$ cat src/rtl/fnpll_pkg.sv
`timescale 1ns / 1ps

package fnpll_pkg;

  localparam int FreqW = 13;

  // word slots, in the order they leave the block
  localparam logic [3:0] SLOT_R75 = 4'd0;
  localparam logic [3:0] SLOT_R45 = 4'd1;
  localparam logic [3:0] SLOT_R38 = 4'd2;
  localparam logic [3:0] SLOT_R39 = 4'd3;
  localparam logic [3:0] SLOT_R42 = 4'd4;
  localparam logic [3:0] SLOT_R43 = 4'd5;
  localparam logic [3:0] SLOT_R37 = 4'd6;
  localparam logic [3:0] SLOT_R44 = 4'd7;
  localparam logic [3:0] SLOT_R36 = 4'd8;
  localparam logic [3:0] SLOT_R0  = 4'd9;

  // configuration register indexes
  localparam logic [2:0] CFG_FPD       = 3'd0;
  localparam logic [2:0] CFG_DEN       = 3'd1;
  localparam logic [2:0] CFG_MIN_FREQ  = 3'd2;
  localparam logic [2:0] CFG_MAX_FREQ  = 3'd3;
  localparam logic [2:0] CFG_DELAY_THR = 3'd4;

  localparam logic [7:0]  ADDR_R75 = 8'd75;
  localparam logic [7:0]  ADDR_R45 = 8'd45;
  localparam logic [7:0]  ADDR_R38 = 8'd38;
  localparam logic [7:0]  ADDR_R39 = 8'd39;
  localparam logic [7:0]  ADDR_R42 = 8'd42;
  localparam logic [7:0]  ADDR_R43 = 8'd43;
  localparam logic [7:0]  ADDR_R36 = 8'd36;

  localparam logic [15:0] R75_BASE    = 16'h0800;
  localparam logic [15:0] R45_BASE    = 16'hC60F;
  localparam logic [15:0] R45_DIV1    = 16'h0800;
  localparam logic [23:0] R37_DLY3    = 24'h250305;
  localparam logic [23:0] R37_DLY2    = 24'h250205;
  localparam logic [23:0] R44_INT     = 24'h2C01A3;
  localparam logic [23:0] R44_FRAC    = 24'h2C0AA3;
  localparam logic [23:0] R0_WORD     = 24'h00211C;

  typedef struct packed {
    logic [FreqW-1:0] vco;
    logic [2:0]       lg;   // log2 of the output divider
  } carry_t;

  typedef struct packed {
    logic [15:0]      n;
    logic [31:0]      num;
    logic [FreqW-1:0] vco;
    logic [2:0]       lg;
  } rec_t;

  function automatic logic [4:0] divider_code(input logic [2:0] lg);
    logic [4:0] code;
    unique case (lg)
      3'd2:    code = 5'd1;
      3'd3:    code = 5'd3;
      3'd4:    code = 5'd5;
      3'd5:    code = 5'd7;
      3'd6:    code = 5'd9;
      3'd7:    code = 5'd12;
      default: code = 5'd0;
    endcase
    return code;
  endfunction

endpackage

$ cat src/rtl/fnpll_front.sv
`timescale 1ns / 1ps

module fnpll_front (
  input  logic                     clk,
  input  logic                     rst,
  input  logic                     en,
  input  logic                     valid_in,
  input  logic [15:0]              frequency_request,
  input  logic [fnpll_pkg::FreqW-1:0] min_freq,
  input  logic [fnpll_pkg::FreqW-1:0] max_freq,
  output logic                     valid_out,
  output fnpll_pkg::carry_t        carry_out
);
  import fnpll_pkg::*;

  logic [FreqW-1:0] freq;
  logic [2:0]       lg;
  logic [19:0]      vco_wide;

  // when the limits cross, requests below the lower limit get it and all others the upper
  always_comb begin
    if (frequency_request < 16'(min_freq)) begin
      freq = min_freq;
    end else if (frequency_request > 16'(max_freq)) begin
      freq = max_freq;
    end else begin
      freq = frequency_request[FreqW-1:0];
    end
  end

  always_comb begin
    priority if (freq >= 13'd3200) lg = 3'd0;
    else if (freq >= 13'd1600) lg = 3'd1;
    else if (freq >= 13'd800)  lg = 3'd2;
    else if (freq >= 13'd400)  lg = 3'd3;
    else if (freq >= 13'd200)  lg = 3'd4;
    else if (freq >= 13'd100)  lg = 3'd5;
    else if (freq >= 13'd50)   lg = 3'd6;
    else                       lg = 3'd7;
  end

  // the thresholds keep the product under 2^13
  assign vco_wide = 20'(freq) << lg;

  always_ff @(posedge clk) begin
    if (rst) begin
      valid_out <= 1'b0;
    end else if (en) begin
      valid_out <= valid_in;
    end
  end

  always_ff @(posedge clk) begin
    if (en) begin
      carry_out.vco <= vco_wide[FreqW-1:0];
      carry_out.lg  <= lg;
    end
  end

endmodule

$ cat src/rtl/fnpll_div8.sv
`timescale 1ns / 1ps

module fnpll_div8 (
  input  logic       clk,
  input  logic       rst,
  input  logic       en,
  input  logic       valid_in,
  input  logic [7:0] divisor,
  input  logic [7:0] rem_in,
  input  logic [7:0] bits_in,
  output logic       valid_out,
  output logic [7:0] quo,
  output logic [7:0] rem_out
);

  logic [8:0] r;
  logic [7:0] q;

  // eight restoring steps; rem_in is below divisor on entry
  always_comb begin
    r = {1'b0, rem_in};
    q = '0;
    for (int i = 7; i >= 0; i--) begin
      r = {r[7:0], bits_in[i]};
      if (r >= {1'b0, divisor}) begin
        r    = r - {1'b0, divisor};
        q[i] = 1'b1;
      end
    end
  end

  always_ff @(posedge clk) begin
    if (rst) begin
      valid_out <= 1'b0;
    end else if (en) begin
      valid_out <= valid_in;
    end
  end

  always_ff @(posedge clk) begin
    if (en) begin
      quo     <= q;
      rem_out <= r[7:0];
    end
  end

endmodule

$ cat src/rtl/fnpll_words.sv
`timescale 1ns / 1ps

module fnpll_words (
  input  logic                        clk,
  input  logic                        rst,
  input  logic                        rec_valid,
  input  fnpll_pkg::rec_t             rec_in,
  output logic                        rec_ready,
  input  logic [31:0]                 den,
  input  logic [fnpll_pkg::FreqW-1:0] delay_thr,
  output logic                        out_valid,
  input  logic                        out_stall,
  output logic [23:0]                 register_word,
  output logic                        last_word
);
  import fnpll_pkg::*;

  logic       full;
  logic [3:0] count;
  rec_t       rec;
  logic       out_accept;

  assign out_accept = full && !out_stall;
  assign last_word  = (count == SLOT_R0);
  assign out_valid  = full;
  assign rec_ready  = !full || (out_accept && last_word);

  always_ff @(posedge clk) begin
    if (rst) begin
      full  <= 1'b0;
      count <= SLOT_R75;
    end else if (rec_valid && rec_ready) begin
      full  <= 1'b1;
      count <= SLOT_R75;
    end else if (out_accept) begin
      if (last_word) begin
        full <= 1'b0;
      end else begin
        count <= count + 4'd1;
      end
    end
  end

  always_ff @(posedge clk) begin
    if (rec_valid && rec_ready) begin
      rec <= rec_in;
    end
  end

  always_comb begin
    unique case (count)
      SLOT_R75: register_word = {ADDR_R75,
                                 R75_BASE | {5'd0, divider_code(rec.lg), 6'd0}};
      SLOT_R45: register_word = {ADDR_R45,
                                 R45_BASE | ((rec.lg == 3'd0) ? R45_DIV1 : 16'd0)};
      SLOT_R38: register_word = {ADDR_R38, den[31:16]};
      SLOT_R39: register_word = {ADDR_R39, den[15:0]};
      SLOT_R42: register_word = {ADDR_R42, rec.num[31:16]};
      SLOT_R43: register_word = {ADDR_R43, rec.num[15:0]};
      SLOT_R37: register_word = (rec.vco >= delay_thr) ? R37_DLY3 : R37_DLY2;
      SLOT_R44: register_word = (rec.num == 32'd0) ? R44_INT : R44_FRAC;
      SLOT_R36: register_word = {ADDR_R36, rec.n};
      SLOT_R0:  register_word = R0_WORD;
      default:  register_word = R0_WORD;
    endcase
  end

endmodule

$ cat src/rtl/fracn_pll_register_planner_top.sv
`timescale 1ns / 1ps
// A request passes the front stage, N dividers, product register, numerator
// dividers and word register before its first word shows. Throughput: one word per
// cycle while out_stall is low, ten words per request; the output channel sets the
// request rate. Up to nine requests in flight; input takes one per cycle until full.
// Reset (synchronous, rst high) empties the pipe and restores the config registers.
module fracn_pll_register_planner_top (
  input  logic        clk,
  input  logic        rst,
  input  logic        in_valid,
  output logic        in_stall,
  input  logic [15:0] frequency_request,
  output logic        out_valid,
  input  logic        out_stall,
  output logic [23:0] register_word,
  output logic        last_word,
  input  logic        cfg_valid,
  output logic        cfg_ready,
  input  logic [2:0]  cfg_index,
  input  logic [31:0] cfg_data
);
  import fnpll_pkg::*;

  logic [7:0]       phase_detector_mhz;
  logic [31:0]      fraction_denominator;
  logic [FreqW-1:0] min_frequency_mhz;
  logic [FreqW-1:0] max_frequency_mhz;
  logic [FreqW-1:0] delay_threshold_mhz;
  logic [7:0]       fpd;

  logic   adv;
  logic   rec_ready;
  logic   v1, v2, v3, v4, v5, v6, v7, v8;
  carry_t c1, c2, c3, c4, c5, c6, c7, c8;
  logic [7:0]  qa2, qa3, qb3, rem2, rem3;
  logic [15:0] n4, n5, n6, n7, n8;
  logic [39:0] prod4;
  logic [23:0] p5;
  logic [15:0] p6;
  logic [7:0]  p7;
  logic [7:0]  q5, q6, q7, q8, r5, r6, r7, r8;
  logic [7:0]  num6;
  logic [15:0] num7;
  logic [23:0] num8;
  rec_t        rec;

  assign cfg_ready = 1'b1;
  assign fpd       = (phase_detector_mhz == 8'd0) ? 8'd1 : phase_detector_mhz;

  always_ff @(posedge clk) begin
    if (rst) begin
      phase_detector_mhz   <= 8'd100;
      fraction_denominator <= 32'd10;
      min_frequency_mhz    <= 13'd13;
      max_frequency_mhz    <= 13'd6000;
      delay_threshold_mhz  <= 13'd4900;
    end else if (cfg_valid && cfg_ready) begin
      unique case (cfg_index)
        CFG_FPD:       phase_detector_mhz   <= cfg_data[7:0];
        CFG_DEN:       fraction_denominator <= cfg_data;
        CFG_MIN_FREQ:  min_frequency_mhz    <= cfg_data[FreqW-1:0];
        CFG_MAX_FREQ:  max_frequency_mhz    <= cfg_data[FreqW-1:0];
        CFG_DELAY_THR: delay_threshold_mhz  <= cfg_data[FreqW-1:0];
        default: ;
      endcase
    end
  end

  // whole pipe moves together; it holds only when the tail word cannot leave
  assign adv      = !v8 || rec_ready;
  assign in_stall = !adv;

  fnpll_front u_front (
    .clk               (clk),
    .rst               (rst),
    .en                (adv),
    .valid_in          (in_valid),
    .frequency_request (frequency_request),
    .min_freq          (min_frequency_mhz),
    .max_freq          (max_frequency_mhz),
    .valid_out         (v1),
    .carry_out         (c1)
  );

  // N = vco / fpd, high byte then low byte
  fnpll_div8 u_div_nh (
    .clk (clk), .rst (rst), .en (adv), .valid_in (v1), .divisor (fpd),
    .rem_in (8'd0), .bits_in ({3'd0, c1.vco[FreqW-1:8]}),
    .valid_out (v2), .quo (qa2), .rem_out (rem2)
  );

  fnpll_div8 u_div_nl (
    .clk (clk), .rst (rst), .en (adv), .valid_in (v2), .divisor (fpd),
    .rem_in (rem2), .bits_in (c2.vco[7:0]),
    .valid_out (v3), .quo (qb3), .rem_out (rem3)
  );

  always_ff @(posedge clk) begin
    if (rst) begin
      v4 <= 1'b0;
    end else if (adv) begin
      v4 <= v3;
    end
  end

  always_ff @(posedge clk) begin
    if (adv) begin
      c2    <= c1;
      c3    <= c2;
      c4    <= c3;
      c5    <= c4;
      c6    <= c5;
      c7    <= c6;
      c8    <= c7;
      qa3   <= qa2;
      n4    <= {qa3, qb3};
      n5    <= n4;
      n6    <= n5;
      n7    <= n6;
      n8    <= n7;
      prod4 <= 40'(rem3) * 40'(fraction_denominator);
      p5    <= prod4[23:0];
      p6    <= p5[15:0];
      p7    <= p6[7:0];
      num6  <= q5;
      num7  <= {num6, q6};
      num8  <= {num7, q7};
    end
  end

  // numerator = prod / fpd; the top byte of prod is already below fpd
  fnpll_div8 u_div_f3 (
    .clk (clk), .rst (rst), .en (adv), .valid_in (v4), .divisor (fpd),
    .rem_in (prod4[39:32]), .bits_in (prod4[31:24]),
    .valid_out (v5), .quo (q5), .rem_out (r5)
  );

  fnpll_div8 u_div_f2 (
    .clk (clk), .rst (rst), .en (adv), .valid_in (v5), .divisor (fpd),
    .rem_in (r5), .bits_in (p5[23:16]),
    .valid_out (v6), .quo (q6), .rem_out (r6)
  );

  fnpll_div8 u_div_f1 (
    .clk (clk), .rst (rst), .en (adv), .valid_in (v6), .divisor (fpd),
    .rem_in (r6), .bits_in (p6[15:8]),
    .valid_out (v7), .quo (q7), .rem_out (r7)
  );

  fnpll_div8 u_div_f0 (
    .clk (clk), .rst (rst), .en (adv), .valid_in (v7), .divisor (fpd),
    .rem_in (r7), .bits_in (p7),
    .valid_out (v8), .quo (q8), .rem_out (r8)
  );

  assign rec.n   = n8;
  assign rec.num = {num8, q8};
  assign rec.vco = c8.vco;
  assign rec.lg  = c8.lg;

  fnpll_words u_words (
    .clk           (clk),
    .rst           (rst),
    .rec_valid     (v8),
    .rec_in        (rec),
    .rec_ready     (rec_ready),
    .den           (fraction_denominator),
    .delay_thr     (delay_threshold_mhz),
    .out_valid     (out_valid),
    .out_stall     (out_stall),
    .register_word (register_word),
    .last_word     (last_word)
  );

`ifndef SYNTH
  // final remainder stays below the divisor whenever the tail is valid
  a_rem_bound: assert property (@(posedge clk) disable iff (rst)
    v8 |-> (r8 < fpd))
    else $error("division remainder out of range");

  a_stall_cause: assert property (@(posedge clk) disable iff (rst)
    in_stall |-> (v8 && out_valid))
    else $error("input stalled without a blocked tail");

  a_burst_cont: assert property (@(posedge clk) disable iff (rst)
    (out_valid && !out_stall && !last_word) |=> out_valid)
    else $error("word sequence broken before its last word");

  a_r0_last: assert property (@(posedge clk) disable iff (rst)
    (out_valid && register_word[23:16] == 8'd0) |-> last_word)
    else $error("address zero word not flagged last");
`endif

endmodule

$ cat config.mk
export PLATFORM = sky130hd
export DESIGN_NAME = fracn_pll_register_planner_top
export DESIGN_NICKNAME = d
export VERILOG_FILES = /design/src/rtl/fnpll_pkg.sv /design/src/rtl/fnpll_front.sv /design/src/rtl/fnpll_div8.sv /design/src/rtl/fnpll_words.sv /design/src/rtl/fracn_pll_register_planner_top.sv
export SDC_FILE = /design/constraint.sdc
export NUM_CORES = 2
export LEC_CHECK = 0
export BUFFER_PORTS_ARGS = -buffer_cell sky130_fd_sc_hd__buf_2
export CORE_ASPECT_RATIO = 1.1
export CORE_MARGIN = 5
export CORE_UTILIZATION = 65
export CTS_BUF_LIST = sky130_fd_sc_hd__clkbuf_4 sky130_fd_sc_hd__clkbuf_8 sky130_fd_sc_hd__clkbuf_16
export DETAILED_ROUTE_END_ITERATION = 8
export PLACE_DENSITY = 0.82
export REMOVE_ABC_BUFFERS = 1
export SLEW_MARGIN = 10
export SYNTH_ARGS = -nofsm -noshare
export SYNTH_HDL_FRONTEND = slang
export SYNTH_HIERARCHICAL = 1
export SYNTH_SLANG_ARGS = --single-unit
$ cat constraint.sdc
create_clock -name clk -period 59.8 [get_ports clk]
set_clock_uncertainty 0.2 [all_clocks]
set_input_delay 0 -clock clk [delete_from_list [all_inputs] [get_ports clk]]
set_output_delay 0 -clock clk [all_outputs]
set_load 0.02 [all_outputs]
======== Yosys cells after proc, flatten, opt, wreduce, memory -nomap -nowiden ========
Index checks and enable logic that the tools add are counted.
storage, ports and cells
  output and inout bits ................... 28
  logic and storage cells ................. 324
  register bits after elaboration ......... 596
  bits of input ports ..................... 56
operators by class
  shift-type cells ........................ 1
  $lt $le $gt $ge ......................... 58
  mux-type cells .......................... 113
  bitwise operators ....................... 1
  reductions and logical operators ........ 24
  equality and inequality tests ........... 19
  multipliers ............................. 1
  $add $sub $neg .......................... 48
operators by type and width
  cell                                                                 number
  greater-or-equal comparator 9 x 8 -> 1 bit                           47
  2-to-1 mux 8 bit                                                     48
  subtractor 8 bit                                                     46
  case mux 24 bit (9 select lines)                                     1
  2-to-1 mux 1 bit                                                     52
  multiplier 8 x 32 -> 40 bit                                          1
  logical NOT 32 bit                                                   1
  2-to-1 mux 13 bit                                                    2
  2-to-1 mux 12 bit                                                    2
  case mux 4 bit (6 select lines)                                      1
  2-to-1 mux 3 bit                                                     6
  == test 4 x 3 -> 1 bit, second input constant                        4
  greater-than comparator 16 x 13 -> 1 bit                             1
  less-than comparator 16 x 13 -> 1 bit                                1
  == test 3 bit, second input constant                                 5
  AND reduction 2 bit                                                  7
  greater-or-equal comparator 13 x 10 -> 1 bit, second input constant  1
  greater-or-equal comparator 13 x 11 -> 1 bit, second input constant  1
  greater-or-equal comparator 13 x 12 -> 1 bit, second input constant  1
  greater-or-equal comparator 13 bit                                   1
  greater-or-equal comparator 13 x 6 -> 1 bit, second input constant   1
  greater-or-equal comparator 13 x 7 -> 1 bit, second input constant   1
  greater-or-equal comparator 13 x 8 -> 1 bit, second input constant   1
  greater-or-equal comparator 13 x 9 -> 1 bit, second input constant   1
  other kinds (19)                                                     32

======== Longest topological paths before layout ========
  depth in word-level cells ............... 18
  mapped depth ............................ 95
  gate-level depth less buffers ........... 88

======== By module ========
Netlist, hierarchy kept.
modules (own cells, without submodules)
  module                          area an instance (µm²)  instances  cells an instance  sequential area each (µm²)
  fnpll_div8                      4001.3                  6          476                500.5
  fracn_pll_register_planner_top  21192.8                 1          1666               11691.2
  fnpll_words                     3408.3                  1          291                2021.9
  fnpll_front                     2633.8                  1          325                500.5

======== Least setup slack after synthesis ========
No wires, ideal clock.
  kind .................................... reg2reg
  from .................................... register phase_detector_mhz[1]
  to ...................................... register, netlist name u_div_f0/rem_out[1]
  cell stages (with the launch flop) ...... 93
  period minus slack after synthesis ...... 20.020 ns
  data arrival time ....................... 19.557 ns
  slack ................................... 39.780 ns
  required time ........................... 59.338 ns
  setup time .............................. 0.262 ns
  path buffers ............................ 8
  path through ............................ dfxtp_1 clkbuf_1 inv_1 ha_1 nand2b_1 a21oi_2 o221ai_2 and3_1 buf_4 inv_4 o21ai_0 inv_1 ha_1 nor2b_1 o21ai_1 a31oi_1 a221o_1 a211o_1 (+57 left out) o21bai_1 a21o_1 a2111oi_4 a22oi_4 mux2i_1 ha_1 a21oi_1 o21ai_0 and2_1 o21ai_0 nand2b_1 a21o_1 a21oi_1 o21ai_0 a21o_1 a211o_1 buf_2 mux2_1
RTL lines
  element                 RTL line                              source
  from (decl)             fracn_pll_register_planner_top.sv:24  logic [7:0] phase_detector_mhz;
  from (signal assigned)  fracn_pll_register_planner_top.sv:59  CFG_FPD: phase_detector_mhz <= cfg_data[7:0];

======== Worst setup path after layout ========
  from .................................... register phase_detector_mhz[1]
  to ...................................... register u_div_f2.rem_out[3] (data pin)
on the way
  longest elaborated chain between the ends .. 18
  elaborated cells on any way between the ends .. 26
  those cells by class .................... add/sub (8); order compare (8); mux (9); reduce/logical (1)
RTL lines
  element                                                                                RTL line                              source
  logical NOT 8 bit *                                                                    fracn_pll_register_planner_top.sv:48  assign fpd = (phase_detector_mhz == 8'd0) ? 8'd1 : phase_detector_mhz;
  2-to-1 mux 8 bit *                                                                     fracn_pll_register_planner_top.sv:48
  net fpd[0]                                                                             fracn_pll_register_planner_top.sv:29  logic [7:0] fpd;
  subtractor 8 bit / greater-or-equal comparator 9 x 8 -> 1 bit (equally long branches)  fnpll_div8.sv:26, fnpll_div8.sv:25
  2-to-1 mux 8 bit                                                                       fnpll_div8.sv:25                      if (r >= {1'b0, divisor}) begin
  subtractor 8 bit / greater-or-equal comparator 9 x 8 -> 1 bit (equally long branches)  fnpll_div8.sv:26, fnpll_div8.sv:25
  2-to-1 mux 8 bit                                                                       fnpll_div8.sv:25
  subtractor 8 bit / greater-or-equal comparator 9 x 8 -> 1 bit (equally long branches)  fnpll_div8.sv:26, fnpll_div8.sv:25
  (+4 left out)                                                                          -
  2-to-1 mux 8 bit                                                                       fnpll_div8.sv:25
  subtractor 8 bit / greater-or-equal comparator 9 x 8 -> 1 bit (equally long branches)  fnpll_div8.sv:26, fnpll_div8.sv:25
  2-to-1 mux 8 bit                                                                       fnpll_div8.sv:25
  subtractor 8 bit / greater-or-equal comparator 9 x 8 -> 1 bit (equally long branches)  fnpll_div8.sv:26, fnpll_div8.sv:25
  2-to-1 mux 8 bit                                                                       fnpll_div8.sv:25
  greater-or-equal comparator 9 x 8 -> 1 bit / subtractor 8 bit (equally long branches)  fnpll_div8.sv:25, fnpll_div8.sv:26
  2-to-1 mux 8 bit *                                                                     fnpll_div8.sv:25
  net u_div_f2.r[3]                                                                      fnpll_div8.sv:16                      logic [8:0] r;
  to (signal assigned)                                                                   fnpll_div8.sv:43                      rem_out <= r[7:0];
  to (decl)                                                                              fnpll_div8.sv:13                      output logic [7:0] rem_out
Mark *: on every way through the listed nets, which the timed path passes. The rest lies on a longest branch.
A chain may end at the register's enable or synchronous reset.

==> out/qor.csv <==
stage;metric;value;unit
routing;total iterations of the first detailed-routing run;8;
floorplanning;Top-Level Pins;84;
clock_tree;PostCTS Resize Cnt;0;
clock_tree;Root Driver;clkbuf_16;
flow_run;Max Cap Viol;0;
clock_tree;clk buf depth;3;
clock_tree;CTS tree;yes;
global_route;GRT Overall Usage;31.9;%
worst_hold_path;Hold Path Cell Cnt;6;
timing;fmax;45.5;MHz
timing;final setup vio count;0;
routing;Avg WL per Cell;21.5;µm
synth;Yosys Warn Count;6;
finish;Layout area overhead;8.90;%
clock_tree;total CTS buffers;66;
global_route;grt total ovfl;0;
placed_design;number of buffers added on ports;80;
placed_design;HPWL Detailed;98400;µm
global_route;largest net degree at the start of global routing;91;
setup_path;CP arrival;22.12;ns
setup_path;crit end category;flop;
setup_path;kind of start point of the critical path;flop;
global_route;initial antenna violation count;4;
setup_path;critical path class;flop to flop;
routing;DRT iter0 DRCs;4100;
placed_design;Post-Place Cells;6130;
synth;post-synthesis instance total;5108;
floorplanning;die height;303;µm
setup_path;Reg2Reg Setup Slack;37.84;ns
timing;Hold Violations, Final;0;
synth;synthesized area;50800;µm²
clock_tree;CTS Sinks;596;
timing;final max-slew violation count;0;
worst_hold_path;Hold Crit Class;input port to flop;
routing;Routed Antenna Nets;0;
floorplanning;# rows;107;
floorplanning;die area;83900;µm²
floorplanning;core area;77500;µm²
setup_path;crit-path leading delay family;compound AO/OA/AOI/OAI gates;
setup_path;Crit path largest cell delay;0.53;ns
routing;Via density;6.33;
setup_path;Buf/Inv on CP;10;
global_route;vias in the first global route;40351;
routing;Residual DRC;0;
finish;layout cell share with drive strength beyond 1;9.01;%
floorplanning;Starting Density;65.6;%
floorplanning;Die W;277;µm
timing;Worst-Margin Slew;1.07;ns
timing;Final Cycle Share;36.7;%
setup_path;CP Depth;88;
setup_path;CP max stage cell;a211o_1;
global_route;first-pass GRT wire length;215000;µm
timing;setup tns final;0;ns
clock_tree;Clock transition at path regs;0.07;ns
timing;Slew headroom;28.4;%
setup_path;reg-to-reg critical path endpoint;u_div_f2/rem_out[3];
finish;Final #Nets;6023;
worst_hold_path;WHS Endpoint;u_front/carry_out[14];
placed_design;gpl congestion;0.982;
finish;Non-Filler Instances;6345;
timing;RSZ-0062 raised after global routing;false;
status;status;complete, no violations;
setup_path;cell mode on critical path;o21ai_0;
worst_hold_path;HP Start;frequency_request[11];
setup_path;Worst EP required;59.96;ns
clock_tree;H-tree depth;3;
setup_path;FF-to-FF Start;phase_detector_mhz[1];
synth;syn_area_per_cell;9.95;µm²
routing;DR vias;40164;
routing;Post-Route WL;136000;µm
timing;Tmin final;21.96;ns
clock_tree;Worst-Skew Late Latency;0.62;ns
setup_path;worst-path maximum fanout;25;
setup_path;R2R depth;88;
## flip-flops by register name, indices dropped and copies added, names as in the netlist, 24 cells and up
name                  count
fraction_denominator     32
num8                     24
prod4                    40
p5                       24
u_words/rec              64
## through the flow
step	hold slack, ns	area [µm²]	util (%)	worst slack (ns)
after floorplan	-0.131	50200	-	40.31
after global placement	0.0384	52100	67.2	38.59
after detailed placement	0.0449	52100	67.2	38.48
after CTS	0.0170	55300	71.4	38.13
after global routing	0.0789	55300	71.4	36.08
final	0.0528	55300	71.4	37.84
## final cells by class
cell class | instances | area, µm²
Clock inverter | 42 | 578
Antenna cell | 4 | 10.0
Multi-Input combinational cell | 3841 | 31100
Fill cell | 5458 | 22200
Clock buffer | 78 | 1770
Sequential cell | 596 | 17000
Inverter | 556 | 2100
Timing Repair Buffer | 193 | 1480
Tap cell | 1035 | 1290
## how the worst max path moves through the flow
stage,slack [ns],from,endpoint
CTS,38.13,phase_detector_mhz[1],u_div_f2/rem_out[3]
floorplan,40.31,phase_detector_mhz[1],u_div_f1/rem_out[2]
detailed placement,38.48,phase_detector_mhz[1],u_div_f2/rem_out[3]
global route,36.08,phase_detector_mhz[7],u_div_f2/rem_out[3]
global placement,38.59,phase_detector_mhz[1],u_div_f2/rem_out[3]
finish,37.84,phase_detector_mhz[1],u_div_f2/rem_out[3]
## metal layers
layer  global-route usage (%)  vias to the layer above  routed length, µm
li1                         -                    18469                  -
met1                     39.6                    19407              52400
met2                     55.2                     1836              66000
met3                     4.43                      452              10200
met4                     15.9                        0               7470
met5                        0                        -                  0
## cell usage in the layout, fill, tap and decap left out, types with 22 or more instances in the layout
master and instances:
inv_1 536, edfxtp_1 504, ha_1 486, nand2_1 453, a21oi_1 296, nor2_1 250
and2_1 246, o21ai_0 242, fa_1 227, xnor2_1 194, a21o_1 128, mux2_2 92
dfxtp_1 91, dlygate4sd3_1 91, buf_2 80, nor2b_1 77, nand2b_1 77, mux2i_1 71
clkbuf_16 66, xor2_1 65, nand3_1 62, nand4_1 59, and3_1 57, a31oi_1 44
nor3_1 39, o21a_1 38, mux2_4 37, a211o_1 36, a22o_1 32, a21boi_0 30
conb_1 28, o21bai_1 25, a311oi_1 25, a211oi_1 24, a221oi_1 23, buf_4 22
## worst register-to-register path, delay by kind of cell, from the launching register on
kind / cells / cell delay [ns]
AOI/OAI and AO/OA: 50 / 12.47
adders and majority gates: 8 / 2.43
buffers and inverters: 10 / 1.89
DFF: 1 / 0.44
muxes: 4 / 1.55
and+or+nand+nor: 16 / 2.70
## what timing repair did
item	4_1_cts	5_1_grt
endpoints found under the hold margin	88	0
hold buffers	91	0
buffers inserted	0	0
Power is left out: the tool's default activity adds up to more than one toggle a clock period on the data nets, which glitch-free logic cannot reach.
